File: config.mk
export PLATFORM = sky130hd
export DESIGN_NAME = yaw_pid_heading_controller_top
export DESIGN_NICKNAME = d
export VERILOG_FILES = /design/src/rtl/core/yphc_pkg.sv /design/src/rtl/core/yphc_mac.sv /design/src/rtl/core/yphc_div.sv /design/src/rtl/core/yaw_pid_heading_controller_top.sv
export SDC_FILE = /design/constraint.sdc
export NUM_CORES = 2
export LEC_CHECK = 0
export BUFFER_PORTS_ARGS = -buffer_cell sky130_fd_sc_hd__buf_4
export CORE_MARGIN = 4
export CORE_UTILIZATION = 33
export DETAILED_ROUTE_END_ITERATION = 8
export MAX_ROUTING_LAYER = met4
export REMOVE_ABC_BUFFERS = 1
export SYNTH_ARGS = -nofsm -noshare
export SYNTH_HDL_FRONTEND = slang
export SYNTH_SLANG_ARGS = --single-unit
File: constraint.sdc
create_clock -name clk -period 22.5 [get_ports clk]
set_input_delay 6.75 -clock clk [delete_from_list [all_inputs] [get_ports clk]]
set_output_delay 6.75 -clock clk [all_outputs]
set_load 0.02 [all_outputs]
File: src/rtl/core/yphc_pkg.sv
// Shared types and constants of the yaw heading PID controller.
// Used by yphc_mac, yphc_div and yaw_pid_heading_controller_top; depends on nothing.
`timescale 1ns / 1ps

package yphc_pkg;

	// Integral state width and the widths that follow from it.
	localparam int INTEGRAL_WIDTH = 48;
	localparam int INT_SHIFT      = 16;
	localparam int MUL_W          = (INTEGRAL_WIDTH - INT_SHIFT > 33) ?
	                                (INTEGRAL_WIDTH - INT_SHIFT) : 33;
	localparam int PROD_W         = 2 * MUL_W;
	localparam int ACC_W          = (INTEGRAL_WIDTH + 3 > 52) ? (INTEGRAL_WIDTH + 3) : 52;

	// Field widths.
	localparam int TIME_W  = 32;
	localparam int ANGLE_W = 15;
	localparam int POS_W   = 24;
	localparam int GAIN_W  = 16;
	localparam int RATE_W  = 14;
	localparam int PERR_W  = 16;
	localparam int IN_W    = 136;
	localparam int OUT_W   = 32;
	localparam int CFG_W   = 24;
	localparam int CFG_IDX_W = 3;

	// Divider widths: the dividend is |error delta| * 2^16, the divisor is time + 1.
	localparam int DIVIDEND_W = 32;
	localparam int DIVISOR_W  = 33;

	// Angle and limit constants in Q3.12, rates in Q.20.
	localparam int PI_Q12      = 12868;
	localparam int TWO_PI_Q12  = 25736;
	localparam int ALIGN_LIMIT = 3216;
	localparam int NEAR_SHIFT  = 20;
	localparam int RATE_SHIFT  = 20;

	// Register indexes of the configuration port.
	localparam logic [CFG_IDX_W-1:0] REG_GOAL_X       = 3'd0;
	localparam logic [CFG_IDX_W-1:0] REG_GOAL_Y       = 3'd1;
	localparam logic [CFG_IDX_W-1:0] REG_GOAL_Z       = 3'd2;
	localparam logic [CFG_IDX_W-1:0] REG_GOAL_HEADING = 3'd3;
	localparam logic [CFG_IDX_W-1:0] REG_GAIN_P       = 3'd4;
	localparam logic [CFG_IDX_W-1:0] REG_GAIN_I       = 3'd5;
	localparam logic [CFG_IDX_W-1:0] REG_GAIN_D       = 3'd6;

	localparam logic [GAIN_W-1:0] GAIN_P_RESET = 16'd384;

	// Command to the multiply-accumulate unit.
	typedef struct packed {
		logic valid;  // issue a product this cycle
		logic first;  // the product starts a new accumulation
	} mac_cmd_t;

endpackage

File: src/rtl/core/yphc_mac.sv
// Shared multiply-accumulate unit: one registered signed multiplier and an accumulator.
// Depends on yphc_pkg.
`timescale 1ns / 1ps

module yphc_mac (
	input  logic                                 clk,
	input  logic                                 arst_n,
	input  yphc_pkg::mac_cmd_t                   cmd,
	input  logic signed [yphc_pkg::MUL_W-1:0]    op_a,
	input  logic signed [yphc_pkg::MUL_W-1:0]    op_b,
	output logic signed [yphc_pkg::ACC_W-1:0]    acc
);
	import yphc_pkg::*;

	logic signed [PROD_W-1:0] prod_full;
	logic signed [ACC_W-1:0]  prod_s1;
	logic                     add_s1;
	logic                     first_s1;
	logic signed [ACC_W-1:0]  acc_q;

	assign prod_full = op_a * op_b;

	// Every product this block forms fits the accumulator width.
	always_ff @(posedge clk) begin
		prod_s1 <= prod_full[ACC_W-1:0];
		if (add_s1) begin
			acc_q <= first_s1 ? prod_s1 : acc_q + prod_s1;
		end
	end

	always_ff @(posedge clk or negedge arst_n) begin
		if (!arst_n) begin
			add_s1   <= 1'b0;
			first_s1 <= 1'b0;
		end else begin
			add_s1   <= cmd.valid;
			first_s1 <= cmd.first;
		end
	end

	assign acc = acc_q;

endmodule

File: src/rtl/core/yphc_div.sv
// Restoring divider, one quotient bit per cycle, unsigned operands.
// Depends on yphc_pkg.
`timescale 1ns / 1ps

module yphc_div (
	input  logic                                clk,
	input  logic                                arst_n,
	input  logic                                start,
	input  logic [yphc_pkg::DIVIDEND_W-1:0]     dividend,
	input  logic [yphc_pkg::DIVISOR_W-1:0]      divisor,
	output logic                                busy,
	output logic [yphc_pkg::DIVIDEND_W-1:0]     quotient
);
	import yphc_pkg::*;

	localparam int CNT_W = $clog2(DIVIDEND_W);
	localparam logic [CNT_W-1:0] CNT_LAST = CNT_W'(DIVIDEND_W - 1);

	logic [DIVIDEND_W-1:0] quo_q;
	logic [DIVISOR_W-1:0]  rem_q;
	logic [DIVISOR_W-1:0]  den_q;
	logic [CNT_W-1:0]      cnt_q;
	logic                  busy_q;
	logic [DIVISOR_W-1:0]  rem_sh;
	logic                  fits;

	// The remainder stays below the divisor, so its top bit is always clear.
	assign rem_sh = {rem_q[DIVISOR_W-2:0], quo_q[DIVIDEND_W-1]};
	assign fits   = (rem_sh >= den_q);

	always_ff @(posedge clk) begin
		if (start) begin
			quo_q <= dividend;
			rem_q <= '0;
			den_q <= divisor;
		end else if (busy_q) begin
			quo_q <= {quo_q[DIVIDEND_W-2:0], fits};
			rem_q <= fits ? (rem_sh - den_q) : rem_sh;
		end
	end

	always_ff @(posedge clk or negedge arst_n) begin
		if (!arst_n) begin
			busy_q <= 1'b0;
			cnt_q  <= '0;
		end else if (start) begin
			busy_q <= 1'b1;
			cnt_q  <= '0;
		end else if (busy_q) begin
			cnt_q <= cnt_q + 1'b1;
			if (cnt_q == CNT_LAST) begin
				busy_q <= 1'b0;
			end
		end
	end

	assign busy     = busy_q;
	assign quotient = quo_q;

endmodule

File: src/rtl/core/yaw_pid_heading_controller_top.sv
// Top level of the yaw heading PID controller: sequencer, state and handshakes.
// Depends on yphc_pkg, yphc_mac and yphc_div.
`timescale 1ns / 1ps

// The block takes one request on the slave stream (s_tvalid/s_tready/s_tdata) holding the
// step time, the robot yaw, the trajectory yaw and the robot position, and returns one
// result on the master stream (m_tvalid/m_tready/m_tdata) with the wrapped heading error,
// the clamped turn rate and the near-goal and aligned flags.
// The user must write goal position, goal yaw and the three gains (cfg_we, cfg_index,
// cfg_data) only while the block is idle (not enforced); indexes above six are ignored.
// All products go through one shared multiply-accumulate unit under a small sequencer:
// three squares for the goal distance, error times time for the integral, and the three
// gain terms. The derivative quotient comes from a 32-step restoring divider, which sets
// the pace. s_tready is high only while the sequencer is idle, so the next request is
// accepted only after the result has been written to the output register.
// The result sits in an output register. If the receiver stalls, the block still accepts
// and works on the next request and waits at its final step until the register frees up.
// Reset clears the integral and the previous error, loads the register reset values
// (proportional gain 1.5, everything else zero) and empties the output register.

module yaw_pid_heading_controller_top (
	input  logic                                  clk,
	input  logic                                  arst_n,
	// s_tdata, from bit 0: time_value[31:0], robot_heading[46:32], target_heading[61:47],
	// robot_x[85:62], robot_y[109:86], robot_z[133:110], zero fill[135:134]
	input  logic                                  s_tvalid,
	output logic                                  s_tready,
	input  logic [yphc_pkg::IN_W-1:0]             s_tdata,
	// m_tdata, from bit 0: heading_error[14:0], turn_rate[28:15], near_goal[29],
	// heading_aligned[30], zero fill[31]
	output logic                                  m_tvalid,
	input  logic                                  m_tready,
	output logic [yphc_pkg::OUT_W-1:0]            m_tdata,
	input  logic                                  cfg_we,
	input  logic [yphc_pkg::CFG_IDX_W-1:0]        cfg_index,
	input  logic [yphc_pkg::CFG_W-1:0]            cfg_data
);
	import yphc_pkg::*;

	localparam logic [3:0] ST_IDLE = 4'd0;
	localparam logic [3:0] ST_SQX  = 4'd1;
	localparam logic [3:0] ST_SQY  = 4'd2;
	localparam logic [3:0] ST_SQZ  = 4'd3;
	localparam logic [3:0] ST_DIST = 4'd4;
	localparam logic [3:0] ST_ERR  = 4'd5;
	localparam logic [3:0] ST_INC  = 4'd6;
	localparam logic [3:0] ST_INCW = 4'd7;
	localparam logic [3:0] ST_INT  = 4'd8;
	localparam logic [3:0] ST_MI   = 4'd9;
	localparam logic [3:0] ST_WDIV = 4'd10;
	localparam logic [3:0] ST_ACC  = 4'd11;
	localparam logic [3:0] ST_OUT  = 4'd12;

	localparam int IW = INTEGRAL_WIDTH;

	// Saturation bounds of the integral, at the width of the integral sum.
	localparam logic signed [ACC_W:0] SAT_HI = {{(ACC_W - IW + 2){1'b0}}, {(IW - 1){1'b1}}};
	localparam logic signed [ACC_W:0] SAT_LO = {{(ACC_W - IW + 2){1'b1}}, {(IW - 1){1'b0}}};
	localparam logic signed [ACC_W-1:0] RATE_HI = ACC_W'(1) <<< RATE_SHIFT;
	localparam logic signed [ACC_W-1:0] RATE_LO = -RATE_HI;
	localparam logic signed [PERR_W-1:0] PI_W     = PERR_W'(PI_Q12);
	localparam logic signed [PERR_W-1:0] TWO_PI_W = PERR_W'(TWO_PI_Q12);
	localparam logic signed [ANGLE_W-1:0] ALIGN_W = ANGLE_W'(ALIGN_LIMIT);

	logic [3:0] state_q;

	// Configuration registers.
	logic signed [POS_W-1:0]   goal_x_q, goal_y_q, goal_z_q;
	logic signed [ANGLE_W-1:0] goal_heading_q;
	logic signed [GAIN_W-1:0]  gain_p_q, gain_i_q, gain_d_q;

	// Latched request fields.
	logic [TIME_W-1:0]         time_q;
	logic signed [ANGLE_W-1:0] robot_heading_q, target_heading_q;
	logic signed [POS_W-1:0]   robot_x_q, robot_y_q, robot_z_q;

	// Controller state and per-request intermediates.
	logic signed [IW-1:0]      integral_q;
	logic signed [PERR_W-1:0]  prev_error_q;
	logic signed [ANGLE_W-1:0] error_q;
	logic                      near_q;
	logic                      de_neg_q;

	logic                      m_tvalid_q;
	logic [OUT_W-1:0]          m_tdata_q;

	// Shared unit connections.
	mac_cmd_t                  mac_cmd;
	logic signed [MUL_W-1:0]   mac_a, mac_b;
	logic signed [ACC_W-1:0]   mac_acc;
	logic                      div_start;
	logic [DIVIDEND_W-1:0]     div_dividend;
	logic [DIVISOR_W-1:0]      div_divisor;
	logic                      div_busy;
	logic [DIVIDEND_W-1:0]     div_quo;

	// Combinational helpers.
	logic signed [POS_W:0]     dx, dy, dz;
	logic signed [ANGLE_W-1:0] desired;
	logic signed [PERR_W-1:0]  raw_err;
	logic signed [PERR_W-1:0]  wrap_err;
	logic                      near_now;
	logic signed [PERR_W:0]    de;
	logic [PERR_W:0]           de_mag;
	logic signed [IW-INT_SHIFT-1:0] int_sh;
	logic signed [DIVISOR_W-1:0] d_mag, d_val;
	logic signed [ACC_W:0]     int_sum;
	logic signed [IW-1:0]      int_next;
	logic signed [ACC_W-1:0]   rate_clamp;
	logic [RATE_W-1:0]         turn_rate;
	logic                      aligned;
	logic                      out_free;

	assign dx = {goal_x_q[POS_W-1], goal_x_q} - {robot_x_q[POS_W-1], robot_x_q};
	assign dy = {goal_y_q[POS_W-1], goal_y_q} - {robot_y_q[POS_W-1], robot_y_q};
	assign dz = {goal_z_q[POS_W-1], goal_z_q} - {robot_z_q[POS_W-1], robot_z_q};

	// After the three squares the accumulator holds the squared distance, never negative.
	assign near_now = (mac_acc[ACC_W-1:NEAR_SHIFT] == '0);
	assign desired  = near_now ? goal_heading_q : target_heading_q;
	assign raw_err  = {desired[ANGLE_W-1], desired} -
	                  {robot_heading_q[ANGLE_W-1], robot_heading_q};

	// A single wrap correction.
	always_comb begin
		if (raw_err > PI_W) begin
			wrap_err = raw_err - TWO_PI_W;
		end else if (raw_err < -PI_W) begin
			wrap_err = raw_err + TWO_PI_W;
		end else begin
			wrap_err = raw_err;
		end
	end

	assign de     = {{2{error_q[ANGLE_W-1]}}, error_q} - {prev_error_q[PERR_W-1], prev_error_q};
	assign de_mag = de[PERR_W] ? (PERR_W + 1)'(-de) : de;

	assign div_start    = (state_q == ST_INC);
	assign div_dividend = {de_mag[PERR_W-1:0], 16'd0};
	assign div_divisor  = {1'b0, time_q} + DIVISOR_W'(1);

	assign int_sh = integral_q[IW-1:INT_SHIFT];
	assign d_mag  = {1'b0, div_quo};
	assign d_val  = de_neg_q ? -d_mag : d_mag;

	// Operand selection for the shared multiplier.
	always_comb begin
		mac_cmd = '0;
		mac_a   = '0;
		mac_b   = '0;
		case (state_q)
			ST_SQX: begin
				mac_cmd = '{valid: 1'b1, first: 1'b1};
				mac_a   = MUL_W'(dx);
				mac_b   = MUL_W'(dx);
			end
			ST_SQY: begin
				mac_cmd = '{valid: 1'b1, first: 1'b0};
				mac_a   = MUL_W'(dy);
				mac_b   = MUL_W'(dy);
			end
			ST_SQZ: begin
				mac_cmd = '{valid: 1'b1, first: 1'b0};
				mac_a   = MUL_W'(dz);
				mac_b   = MUL_W'(dz);
			end
			ST_INC: begin
				mac_cmd = '{valid: 1'b1, first: 1'b1};
				mac_a   = MUL_W'(error_q);
				mac_b   = MUL_W'(signed'({1'b0, time_q}));
			end
			ST_INT: begin
				mac_cmd = '{valid: 1'b1, first: 1'b1};
				mac_a   = MUL_W'(gain_p_q);
				mac_b   = MUL_W'(error_q);
			end
			ST_MI: begin
				mac_cmd = '{valid: 1'b1, first: 1'b0};
				mac_a   = MUL_W'(gain_i_q);
				mac_b   = MUL_W'(int_sh);
			end
			ST_WDIV: begin
				mac_cmd = '{valid: !div_busy, first: 1'b0};
				mac_a   = MUL_W'(gain_d_q);
				mac_b   = MUL_W'(d_val);
			end
			default: begin
				mac_cmd = '0;
			end
		endcase
	end

	// Integral update: in the integral step the accumulator holds error times time.
	assign int_sum = (ACC_W + 1)'(integral_q) + (ACC_W + 1)'(mac_acc);
	always_comb begin
		if (int_sum > SAT_HI) begin
			int_next = SAT_HI[IW-1:0];
		end else if (int_sum < SAT_LO) begin
			int_next = SAT_LO[IW-1:0];
		end else begin
			int_next = int_sum[IW-1:0];
		end
	end

	// Rate: clamp the Q.20 sum to one rad/s and drop eight fraction bits.
	always_comb begin
		if (mac_acc > RATE_HI) begin
			rate_clamp = RATE_HI;
		end else if (mac_acc < RATE_LO) begin
			rate_clamp = RATE_LO;
		end else begin
			rate_clamp = mac_acc;
		end
	end
	assign turn_rate = rate_clamp[RATE_W+7:8];
	assign aligned   = (error_q < ALIGN_W) && (error_q > -ALIGN_W);
	assign out_free  = !m_tvalid_q || m_tready;

	yphc_mac u_mac (
		.clk    (clk),
		.arst_n (arst_n),
		.cmd    (mac_cmd),
		.op_a   (mac_a),
		.op_b   (mac_b),
		.acc    (mac_acc)
	);

	yphc_div u_div (
		.clk      (clk),
		.arst_n   (arst_n),
		.start    (div_start),
		.dividend (div_dividend),
		.divisor  (div_divisor),
		.busy     (div_busy),
		.quotient (div_quo)
	);

	// Sequencer.
	always_ff @(posedge clk or negedge arst_n) begin
		if (!arst_n) begin
			state_q <= ST_IDLE;
		end else begin
			case (state_q)
				ST_IDLE: begin
					if (s_tvalid) begin
						state_q <= ST_SQX;
					end
				end
				ST_SQX:  state_q <= ST_SQY;
				ST_SQY:  state_q <= ST_SQZ;
				ST_SQZ:  state_q <= ST_DIST;
				ST_DIST: state_q <= ST_ERR;
				ST_ERR:  state_q <= ST_INC;
				ST_INC:  state_q <= ST_INCW;
				ST_INCW: state_q <= ST_INT;
				ST_INT:  state_q <= ST_MI;
				ST_MI:   state_q <= ST_WDIV;
				ST_WDIV: begin
					if (!div_busy) begin
						state_q <= ST_ACC;
					end
				end
				ST_ACC:  state_q <= ST_OUT;
				ST_OUT: begin
					if (out_free) begin
						state_q <= ST_IDLE;
					end
				end
				default: state_q <= ST_IDLE;
			endcase
		end
	end

	// Request fields are captured on acceptance; error and flags in their own steps.
	always_ff @(posedge clk) begin
		if (state_q == ST_IDLE && s_tvalid) begin
			time_q           <= s_tdata[31:0];
			robot_heading_q  <= s_tdata[46:32];
			target_heading_q <= s_tdata[61:47];
			robot_x_q        <= s_tdata[85:62];
			robot_y_q        <= s_tdata[109:86];
			robot_z_q        <= s_tdata[133:110];
		end
		if (state_q == ST_ERR) begin
			error_q <= wrap_err[ANGLE_W-1:0];
			near_q  <= near_now;
		end
		if (state_q == ST_INC) begin
			de_neg_q <= de[PERR_W];
		end
		if (state_q == ST_OUT && out_free) begin
			m_tdata_q <= {1'b0, aligned, near_q, turn_rate, error_q};
		end
	end

	// Controller state, configuration and output valid.
	always_ff @(posedge clk or negedge arst_n) begin
		if (!arst_n) begin
			integral_q     <= '0;
			prev_error_q   <= '0;
			m_tvalid_q     <= 1'b0;
			goal_x_q       <= '0;
			goal_y_q       <= '0;
			goal_z_q       <= '0;
			goal_heading_q <= '0;
			gain_p_q       <= GAIN_P_RESET;
			gain_i_q       <= '0;
			gain_d_q       <= '0;
		end else begin
			if (state_q == ST_INT) begin
				integral_q <= int_next;
			end
			if (state_q == ST_OUT && out_free) begin
				prev_error_q <= {error_q[ANGLE_W-1], error_q};
				m_tvalid_q   <= 1'b1;
			end else if (m_tready) begin
				m_tvalid_q <= 1'b0;
			end
			if (cfg_we) begin
				case (cfg_index)
					REG_GOAL_X:       goal_x_q       <= cfg_data[POS_W-1:0];
					REG_GOAL_Y:       goal_y_q       <= cfg_data[POS_W-1:0];
					REG_GOAL_Z:       goal_z_q       <= cfg_data[POS_W-1:0];
					REG_GOAL_HEADING: goal_heading_q <= cfg_data[ANGLE_W-1:0];
					REG_GAIN_P:       gain_p_q       <= cfg_data[GAIN_W-1:0];
					REG_GAIN_I:       gain_i_q       <= cfg_data[GAIN_W-1:0];
					REG_GAIN_D:       gain_d_q       <= cfg_data[GAIN_W-1:0];
					default: begin
					end
				endcase
			end
		end
	end

	assign s_tready = (state_q == ST_IDLE);
	assign m_tvalid = m_tvalid_q;
	assign m_tdata  = m_tdata_q;

endmodule
==> metrics <==
Initial Util=between 30% and 40%; post-CTS sizing=0; Least-Margin Pin Slew=~1500 ps; worst reg2reg endpoint=u_mac.prod_s1[50]$_DFF_P_; synth top area cells=fa_1, edfxtp_1, ha_1, dfrtp_1, inv_1; initial antenna violation count=11; Initial DRC Count=between 3k and 4k; multi-input logic area=approximately 44000 um^2; CTS max path bufs=3; Reg-to-Reg Start=state_q[1]$_DFFE_PN0P_; number of H-tree levels=3; Top FF cell, synth=edfxtp_1; Nets=about 8.4k; Avg Cell Area, Syn=about 9.4 um^2; Hold Violations, Final=0; Setup Buffers After CTS=0; Worst Path Class, Setup=flop to flop; critical path's slowest cell=a211oi_1; # rows=161; first-pass GRT wire length=307 mm; HP Start=near_q$_DFFE_PP_; hold-fix buffer count after cts=0; Clock Sink Count=between 500 and 600; Avg Vias per Cell=5.26; Syn Inst Count=about 6.8k; GRT overflow=0; Pre-antenna DRT Iters=6; min Tclk post-route=approximately 13000 ps; die width=roughly 450 um; IO buf count=198; Syn. warnings=0; Residual DRC=0; Max Slew Vio Count=3; worst hold path type=flop to flop; sequential area share after synthesis=approximately 25%; Clock Latency Late Sink=roughly 670 ps; failing checks=capacitance limit, slew limit; multiplexer share of the synthesized area=roughly 3.2%; gr usage total=20.0%; Startpoint Class=flop; ratio of cells with drive above 1 in the final layout=a little under a tenth; synthesized flop and latch total=around 600; Synth cell types=86; vias=approximately 50k; CTS tree=built; main combinational cell family by area after synthesis=adder cells; WP data required=22980 ps; register area=roughly 16000 um^2; adder-cell share of the synthesized area=about a third; Ports=202; MaxCap Viol Count=1; xor and xnor area share after synthesis=between 4 and 5%; status=finished, violations left; Hold Path Sink=m_tdata[29]$_DFFE_PP_; Final Worst Setup Slack=roughly 9100 ps; die area=roughly 200000 um^2; Synth area leader=fa_1; post-synthesis async set-or-reset flop share=35.5%; FF-to-FF setup slack=9100 ps; Setup-failing EPs final=0; Tcrit/Tclk final=approximately three fifths; Post-Route WL=199 mm; Worst Path Max Fanout=62; post-route ant nets=0; height of the chip=~450 um; largest net degree at the start of global routing=roughly 110; Synth Cell Area=approximately 64000 um^2; Synth Area in Compound Gates=about 12%; pre-CTS WS=between 9000 and 10000 ps; top-area cell type share of the netlist area=roughly a quarter; number of flops mapped to enable cells by yosys=283; max incr delay on CP=940 ps; FILL cells=19.2k; CTS Buf Count=68; Worst Reg2Reg Path Length in Cells=39; final clock skew=between 20 and 30 ps; relative slew slack=-3.89%; number of global-route vias before repair=between 50k and 60k; core area=193000 um^2; CTS root buf=clkbuf_16; CP arrival=13880 ps; Hold Path Stages=0; fmax=between 70 and 80 MHz; Worst-path clk slew=approximately 60 ps; Final Wtd Congestion=about 0.96; crit end category=flop; RSZ-0062 raised after global routing=false; Post-DP HPWL=155 mm; area grow syn2layout=10.9%; setup TNS=0 ps; detailed-route wire length per cell=20.9 um; simple-gate area share of the yosys netlist=13.0%
==> cell families after synthesis <==
| kind of cell | Yosys count |
|---|---|
| fa+ha+maj | 1267 |
| buf+inv | 1369 |
| mux | 184 |
| simple gates | 1861 |
| flops | 594 |
| other cells | 1 |
| xor+xnor | 343 |
| compound gates | 1197 |
==> flip-flops by register name, summed over array words and instances (netlist names), 24 cells and up <==
name,count
goal_y_q,24
u_mac.prod_s1,52
u_div.rem_q,32
u_mac.acc,52
u_div.quotient,32
integral_q,48
robot_y_q,24
m_tdata,31
goal_z_q,24
u_div.den_q,33
robot_z_q,24
robot_x_q,24
goal_x_q,24
time_q,32
==> routing by layer <==
metal | routed length (um) | vias up | global-route usage (%) | part of all wire [%]
met5 | 0 | - | - | 0
met4 | 7580 | 0 | 6.80 | 3.8
met3 | 14700 | 410 | 3.94 | 7.4
met2 | 92300 | 1695 | 31.8 | 46
met1 | 84300 | 25261 | 25.6 | 42
li1 | - | 22642 | - | -
==> layout by cell type, fill, tap and decap left out, types with 49 or more instances in the layout <==
cell,count
a21o_1,148
a21oi_1,277
a22oi_1,55
and2_1,99
and3_1,56
buf_4,299
clkbuf_16,73
dfrtp_1,206
dfxtp_1,100
edfxtp_1,283
fa_1,834
ha_1,433
inv_1,1100
mux2_2,148
nand2_1,824
nand2b_1,56
nand3_1,93
nor2_1,454
nor3_1,58
o21a_1,49
o21ai_0,266
xnor2_1,218
xor2_1,123
==> how the worst max path moves through the flow <==
stage,start,to,slack (ps),cells past startpoint
2_1_floorplan,state_q[0]$_DFFE_PN0P_,u_mac.prod_s1[51]$_DFF_P_,9060,28
3_3_place_gp,state_q[1]$_DFFE_PN0P_,u_mac.prod_s1[50]$_DFF_P_,9670,39
3_5_place_dp,state_q[1]$_DFFE_PN0P_,u_mac.prod_s1[50]$_DFF_P_,9490,39
4_1_cts,state_q[1]$_DFFE_PN0P_,u_mac.prod_s1[50]$_DFF_P_,9480,39
5_1_grt,state_q[1]$_DFFE_PN0P_,u_mac.prod_s1[50]$_DFF_P_,8810,39
6_report,state_q[1]$_DFFE_PN0P_,u_mac.prod_s1[50]$_DFF_P_,9100,39
==> critical path: cells and delay by family (launching register included) <==
family / cells / cell delay [ps]
AO/OA/AOI/OAI: 5 / 1490
XOR/XNOR: 1 / 680
adder cells (fa/ha/maj): 9 / 4450
buffers and inverters: 13 / 2540
flip-flops: 1 / 750
AND/OR/NAND/NOR: 11 / 3250
==> final cells by class <==
class                   instances  share of cell area, %
repair buffers                300                   3.17
clock inverters                33                  0.578
clock buffers                  93                   2.77
flip-flops and latches        594                   22.1
well taps                    2526                   4.43
diodes                          7                 0.0246
multi-input cells            4853                   61.1
inverters                    1104                   5.82
==> per-stage QoR <==
stage,hold WS (ps),instance area (um^2),std cells,utilization [%]
detailed placement,413,68900,9377,35.7
global route,440,71300,9507,36.9
floorplan,400,63300,6551,-
CTS,426,71300,9503,36.9
global placement,411,68900,9377,35.7
finish,431,71300,9510,36.9
==> Yosys cell counts (all sizes together), types with 25 or more instances <==
| cell | count |
|---|---|
| mux2 | 148 |
| nand2b | 56 |
| nand2 | 825 |
| nor3 | 62 |
| a21oi | 277 |
| clkbuf | 253 |
| nor2 | 457 |
| fa | 834 |
| a21o | 148 |
| a31oi | 45 |
| o21bai | 33 |
| dfrtp | 209 |
| or3 | 26 |
| nor2b | 42 |
| inv | 1102 |
| o21a | 49 |
| nand3 | 95 |
| o21ai | 268 |
| nor4 | 26 |
| nand4 | 45 |
| xor2 | 123 |
| xnor2 | 218 |
| a311oi | 29 |
| a211oi | 42 |
| a22oi | 55 |
| mux2i | 36 |
| ha | 433 |
| and3 | 57 |
| o211ai | 36 |
| edfxtp | 283 |
| o31ai | 25 |
| dfxtp | 100 |
| and2 | 99 |
Power is not shown: default switching activity piles up to over one toggle a cycle in this logic, so the estimate is an artifact.
